==> src/rtl/core/ppsu_pkg.sv <==
// ----------------------------------------------------------------------------
// ppsu_pkg
// Shared types and constants of the perspective projection unit.
// ----------------------------------------------------------------------------
package ppsu_pkg;

   localparam int PROD_W   = 64;   // exact product of a coefficient and a coordinate
   localparam int WORD_W   = 32;
   localparam int SIZE_W   = 13;
   localparam int QUOT_W   = 16;   // one overflow bit and fifteen quotient bits
   localparam int CSR_IDX_W = 4;

   localparam logic [CSR_IDX_W-1:0] CSR_COEF_X_LO = 4'd0;
   localparam logic [CSR_IDX_W-1:0] CSR_COEF_X_HI = 4'd1;
   localparam logic [CSR_IDX_W-1:0] CSR_COEF_Y_LO = 4'd2;
   localparam logic [CSR_IDX_W-1:0] CSR_COEF_Y_HI = 4'd3;
   localparam logic [CSR_IDX_W-1:0] CSR_COEF_W_LO = 4'd4;
   localparam logic [CSR_IDX_W-1:0] CSR_COEF_W_HI = 4'd5;
   localparam logic [CSR_IDX_W-1:0] CSR_WIDTH     = 4'd6;
   localparam logic [CSR_IDX_W-1:0] CSR_HEIGHT    = 4'd7;

   localparam logic [SIZE_W-1:0] WIDTH_RESET  = 13'd1920;
   localparam logic [SIZE_W-1:0] HEIGHT_RESET = 13'd1080;

   // Control and result bits that travel down the divider chain with a point.
   typedef struct packed {
      logic              valid;
      logic              visible;
      logic              neg_x;
      logic              neg_y;
      logic [QUOT_W-1:0] quot_x;
      logic [QUOT_W-1:0] quot_y;
      logic [WORD_W-1:0] clip_w;
   } cell_ctl_type;

endpackage

==> src/rtl/core/ppsu_div_cell.sv <==
// ----------------------------------------------------------------------------
// ppsu_div_cell
// One restoring-division cell: settles one quotient bit for both pixel axes.
// ----------------------------------------------------------------------------
module ppsu_div_cell #(
   parameter int RW  = 66,
   parameter int BIT = 0
) (
   input  logic                   clock,
   input  logic                   reset,
   input  logic                   en,
   input  ppsu_pkg::cell_ctl_type ctl_in,
   input  logic [RW-1:0]          rem_x_in,
   input  logic [RW-1:0]          rem_y_in,
   input  logic [RW-1:0]          den_in,
   output ppsu_pkg::cell_ctl_type ctl_out,
   output logic [RW-1:0]          rem_x_out,
   output logic [RW-1:0]          rem_y_out,
   output logic [RW-1:0]          den_out
);
   import ppsu_pkg::*;

   cell_ctl_type  ctl_ff, ctl_in_n;
   logic [RW-1:0] rem_x_ff, rem_x_in_n, rem_y_ff, rem_y_in_n, den_ff;
   logic [RW-1:0] trial;
   logic          ge_x, ge_y;

   always_comb begin
      trial      = den_in << BIT;
      ge_x       = rem_x_in >= trial;
      ge_y       = rem_y_in >= trial;
      ctl_in_n   = ctl_in;
      ctl_in_n.quot_x[BIT] = ge_x;
      ctl_in_n.quot_y[BIT] = ge_y;
      rem_x_in_n = ge_x ? rem_x_in - trial : rem_x_in;
      rem_y_in_n = ge_y ? rem_y_in - trial : rem_y_in;
   end

   always_ff @(posedge clock) begin
      if (reset) begin
         ctl_ff.valid <= 1'b0;
      end else if (en) begin
         ctl_ff <= ctl_in_n;
      end
   end

   always_ff @(posedge clock) begin
      if (en) begin
         rem_x_ff <= rem_x_in_n;
         rem_y_ff <= rem_y_in_n;
         den_ff   <= den_in;
      end
   end

   assign ctl_out   = ctl_ff;
   assign rem_x_out = rem_x_ff;
   assign rem_y_out = rem_y_ff;
   assign den_out   = den_ff;

endmodule

==> config.mk <==
export PLATFORM = sky130hd
export DESIGN_NAME = ppsu_div_cell
export DESIGN_NICKNAME = d
export VERILOG_FILES = /design/src/rtl/core/ppsu_pkg.sv /design/src/rtl/core/ppsu_div_cell.sv
export SDC_FILE = /design/constraint.sdc
export NUM_CORES = 1
export LEC_CHECK = 0
export ABC_AREA = 1
export CAP_MARGIN = 25
export CORE_AREA = 2 2 207 209
export DETAILED_ROUTE_END_ITERATION = 6
export DIE_AREA = 0 0 209 211
export DONT_BUFFER_PORTS = 1
export GPL_ROUTABILITY_DRIVEN = 0
export GPL_TIMING_DRIVEN = 1
export PLACE_DENSITY_LB_ADDON = 0.15
export SETUP_SLACK_MARGIN = 0.3
export SLEW_MARGIN = 40
export SYNTH_ARGS = -nofsm -noshare
export SYNTH_HDL_FRONTEND = slang
export SYNTH_SLANG_ARGS = --single-unit
==> constraint.sdc <==
create_clock -name clock -period 9.7 [get_ports clock]
set_input_delay 1.455 -clock clock [delete_from_list [all_inputs] [get_ports clock]]
set_output_delay 1.455 -clock clock [all_outputs]
set_load 0.005 [all_outputs]
; Yosys cells after proc, flatten, opt, wreduce, memory -nomap -nowiden
; Index checks and enable logic that the tools add are counted.
[word_totals]
register_bits = 266
in_bits = 269
output_inout_bits = 266
word_cells = 18
[op_classes]
n_addsub = 2
magnitude_cmp = 2
n_mux = 2
bitwise_logic = 1
reduce_logical = 1
[ops]
columns = op, count
row1 = $ge A66 B66 Y1, 2
row2 = $mux W66, 2
row3 = $sub A66 B66 Y66, 2
row4 = $reduce_and A2 Y1, 1
row5 = $not A1 Y1, 1

; Longest topological paths before layout
[logic_depth]
ltp_word = 2
ltp_mapped = 19
ltp_nobuf = 17

; Least setup slack after synthesis
; OpenSTA, ideal clock, no wires.
[synth_path]
path_kind = input port to flip-flop
from = input port en
to = register ctl_ff (netlist bit ctl_out[0]) (enable)
setup_ns = 0.494
arrival_ns = 4.324
required_time_ns = 9.206
setup_slack_ns = 4.882
path_stages = 2
n_path_buf = 0
path_cell_list = inv_1 -> nor2_1
[synth_via]
elab_chain_cells = 1
[synth_rtl]
columns = element, line
row1 = "start, declared", ppsu_div_cell.sv:11  ; input logic en,
row2 = $reduce_and A2 Y1 (no source line), --
row3 = "end signal, assigned", ppsu_div_cell.sv:43  ; ctl_ff <= ctl_in_n;
row4 = "end, declared", ppsu_div_cell.sv:23  ; cell_ctl_type ctl_ff, ctl_in_n;
; Every way passes these cells.
; A chain may end at the register's enable or synchronous reset.

; Worst setup path in the final report
[layout_path]
from = input port den_in[53]
to = register rem_y_ff[39] (netlist: rem_y_out[39]), data pin
[layout_via]
elab_chain_cells = 2
[layout_rtl]
columns = element, line
row1 = "start, declared", ppsu_div_cell.sv:15  ; input logic [RW-1:0] den_in,
row2 = $ge A66 B66 Y1, ppsu_div_cell.sv:31  ; ge_y = rem_y_in >= trial;
row3 = $mux W66, ppsu_div_cell.sv:36  ; rem_y_in_n = ge_y ? rem_y_in - trial : rem_y_in;
row4 = net rem_y_in_n[39], ppsu_div_cell.sv:24  ; logic [RW-1:0] rem_x_ff, rem_x_in_n, rem_y_ff, rem_y_in_n, den_ff;
row5 = "end signal, assigned", ppsu_div_cell.sv:50  ; rem_y_ff <= rem_y_in_n;
row6 = "end, declared", ppsu_div_cell.sv:24
; The timed path passes the listed nets, and every way through them passes these cells.

==> results.md <==
* Layout overhead on the synthesized area at 6.63%
* Hold Startpoint: ctl_out[67]$_SDFFE_PP0P_
* Hold buffers post-CTS at 0
* Worst slew pin tran at 0.824 ns
* CTS tree: yes
* Leak Pwr at approximately 12 nW
* Kind of critical path: in -> reg
* Initial antenna violation count at 1
* Clock Path Buffers at 3
* Yosys cell types at 36
* Fmax at 231 MHz
* Post-detail-place hpwl at 65000 um
* Total setup buffers inserted after CTS at 0
* Met3 Use GR at 6.21%
* Avg Cell Area, Syn at 6.79 um2
* Number of buffers created by CTS at 28
* Clk Latency, worst-skew pair at between 0.5 and 0.6 ns
* Cts repair resizes at 0
* Yosys top cell by area: edfxtp_1
* First-pass GRT wire length at 113000 um
* Final WL at 77700 um
* Post-synthesis cell count at 3160
* H-tree depth at 1
* R2R depth at 2
* Final Hold Viols at 0
* Setup TNS at 0 ns
* Status: complete, but fails checks
* Asr flop ratio synth at 0%
* R2r startpoint: ctl_out[67]$_SDFFE_PP0P_
* Die height at 211 um
* Routed WL per cell at approximately 21 um
* Drt drc at 2
* Die Area at 44100 um2
* Vias per std cell at 5.62
* Vias in the first global route at 19300
* Post-Synth XOR/XNOR Area at 2.70%
* TritonRoute pass-1 iters at 7
* Gr usage total at 34.1%
* Hold/Removal Path Class: reg -> reg
* Worst Hold Path EP: ctl_out[67]$_SDFFE_PP0P_
* Setup Skew at 0 ns
* Placement Rows at between 70 and 80
* Crit path cell chain: inv_1, ha_1, a21oi_1, o21ai_0, a21oi_1, nor2_1, nor3_1, nand2_8, inv_2, buf_4, nand2_1, nand2_1
* Vias at approximately 21000
* Final setup viols at 0
* Post-Syn Area at 21400 um2
* Post-layout util at between 50% and 60%
* CP arrival at 4.69 ns
* Max stage delay on crit path at roughly 0.58 ns
* Post-synth EDFFs at between 200 and 300
* Top cells by area, synth: edfxtp_1 (37%), nand2_1 (23%), inv_1 (9.9%), ha_1 (7.7%), nor2_1 (4.0%)
* Final count of pins violating max slew at 0
* # port buffers at 0
* Critical path endpoint category: flop
* Critical path launch point type: input pin
* Headroom to the max-slew limit at between 40 and 50%
* Sink Count at 266
* Routed Antenna Nets at 0
* Primary FF master, synth: edfxtp_1
* M2 GR Usage at 55.9%
* Syn_nets at 3563
* WHS Path Cells at 2
* Main combinational cell family by area after synthesis: simple AND/OR/NAND/NOR gates
* Fin crit period at 4.33 ns
* Core area at 41800 um2
* End of the worst register-to-register path: ctl_out[67]$_SDFFE_PP0P_
* Violated checks: design-rule violations
* Grt met1 use at roughly 44%
* Complex-gate fraction of the synthesized area at 6.23%
* GRT overflow at 0
* Layout Nets at 3568
* Post-Synth Adder-Cell Area at 7.89%
* Crit-path max FO at 69
* Seq/Total Area, Yosys at 37.2%
* Max_cap viols at 0
* Ys Warns at 0
* Initial DRC count at between 2000 and 2500
* CP max stage cell: buf_4
* Simple-gate share of the synthesized area at 34.8%
* Top-area cell type share of the netlist area at 37.1%
* Req. time, crit path at 10.06 ns
* Synth Register Bits at 266
* CTS root buf: clkbuf_16
* Busiest grt layer: met2
* Mux share of post-synthesis cell area at 0%
* Largest net degree at the start of global routing at ~200
* Top Ports at 535
* RSZ-0062 raised after global routing: no
* PwrDens at 153 nW/um2
* Share of post-route cells with drive strength above 1 at 2.98%
* CTS clk-pin slew, worst paths at 0.06 ns
* VDD IR-drop max at between 0.0001 and 0.00015 V
* Die width at ~210 um
* Fin crit share at 44.7%
* Starting Density at 51.3%
* R2r setup slk at roughly 9 ns
## cell usage in the layout (no fill, tap or decap), types with 4 or more instances in the layout
master,netlist,routed
a21oi_1,154,154
clkbuf_1,0,5
clkbuf_16,0,28
clkbuf_8,0,6
clkinv_1,2,4
clkinv_2,0,5
edfxtp_1,265,265
ha_1,132,132
inv_1,563,563
inv_2,15,14
nand2_1,1316,1316
nand2_2,5,5
nand3_1,161,161
nand3b_1,24,24
nand4_1,36,36
nor2_1,227,226
nor2_2,17,17
nor3_1,34,34
nor4_1,5,5
o21ai_0,57,57
o21bai_1,26,26
xnor2_1,5,5
xor2_1,61,61
## cell type report
type	count	area [um2]
clock inverter	13	131
sequential	266	7980
tap	539	674
timing repair buffer	3	22.5
fill	4001	18900
antenna	1	2.50
clock buffer	39	802
multi-input combinational	2286	11100
inverter	580	2180
## how the worst max path moves through the flow
stage	from	to	slack, ns	cells after the start
4_1_cts	rem_y_in[0]	rem_y_out[39]$_DFFE_PP_	5.44	16
3_3_place_gp	den_in[9]	rem_y_out[39]$_DFFE_PP_	4.86	16
5_1_grt	den_in[53]	rem_y_out[39]$_DFFE_PP_	5.15	12
3_5_place_dp	den_in[9]	rem_y_out[39]$_DFFE_PP_	4.85	16
2_1_floorplan	en	ctl_out[0]$_DFFE_PP_	4.88	2
6_report	den_in[53]	rem_y_out[39]$_DFFE_PP_	5.37	12
## critical path: cells and delay by family
kind,cells,cell delay (ns)
fa+ha+maj,1,0.37
buf+inv,3,0.88
compound gates,3,0.65
simple gates,5,1.29
## cells in the mapped netlist (6+ instances only)
cell      instances
inv_1           563
nand3b_1         24
buf_2            10
ha_1            132
nand3_1         161
o21bai_1         26
inv_2            15
xor2_1           61
a21oi_1         154
nand2_1        1316
nor3_1           34
nor2_1          227
nand4_1          36
buf_4             6
nor2_2           17
edfxtp_1        265
o21ai_0          57
buf_6            12
## layer usage
layer / up-vias / wire length, um / part of all wire [%]
li1: 9955 / - / -
met2: 1191 / 35800 / 46
met4: 0 / 3830 / 4.9
met3: 194 / 8080 / 10
met1: 9613 / 30100 / 39
met5: - / 0 / 0
## report_power, final
part | switching [mW] | internal [mW]
clock network | 0.445 | 0.628
registers | 0.0768 | 1.43
logic | 0.637 | 0.277
## cell families after synthesis
kind of cell,after synthesis
adder cells (fa/ha/maj),134
XOR/XNOR,66
buffers and inverters,608
flip-flops,266
AO/OA/AOI/OAI,249
AND/OR/NAND/NOR,1837
## registers in the layout (all words and copies together), names as in the netlist
name,count
den_out,66
rem_y_out,66
rem_x_out,66
ctl_out,68
## stage by stage
| stage | power, mW | setup WS, ns | instance area [um2] | instances | hold slack, ns |
|---|---|---|---|---|---|
| 2_1_floorplan | 2.16 | 4.88 | 21400 | 3160 | 0.449 |
| 3_3_place_gp | 2.40 | 4.86 | 21900 | 3674 | 0.472 |
| 3_5_place_dp | 2.41 | 4.85 | 21900 | 3674 | 0.475 |
| 4_1_cts | 3.49 | 5.44 | 22900 | 3726 | 0.484 |
| 5_1_grt | 3.67 | 5.15 | 22900 | 3726 | 0.505 |
| 6_report | 3.49 | 5.37 | 22900 | 3727 | 0.487 |
No activity file was read; power rests on OpenSTA's default activity.
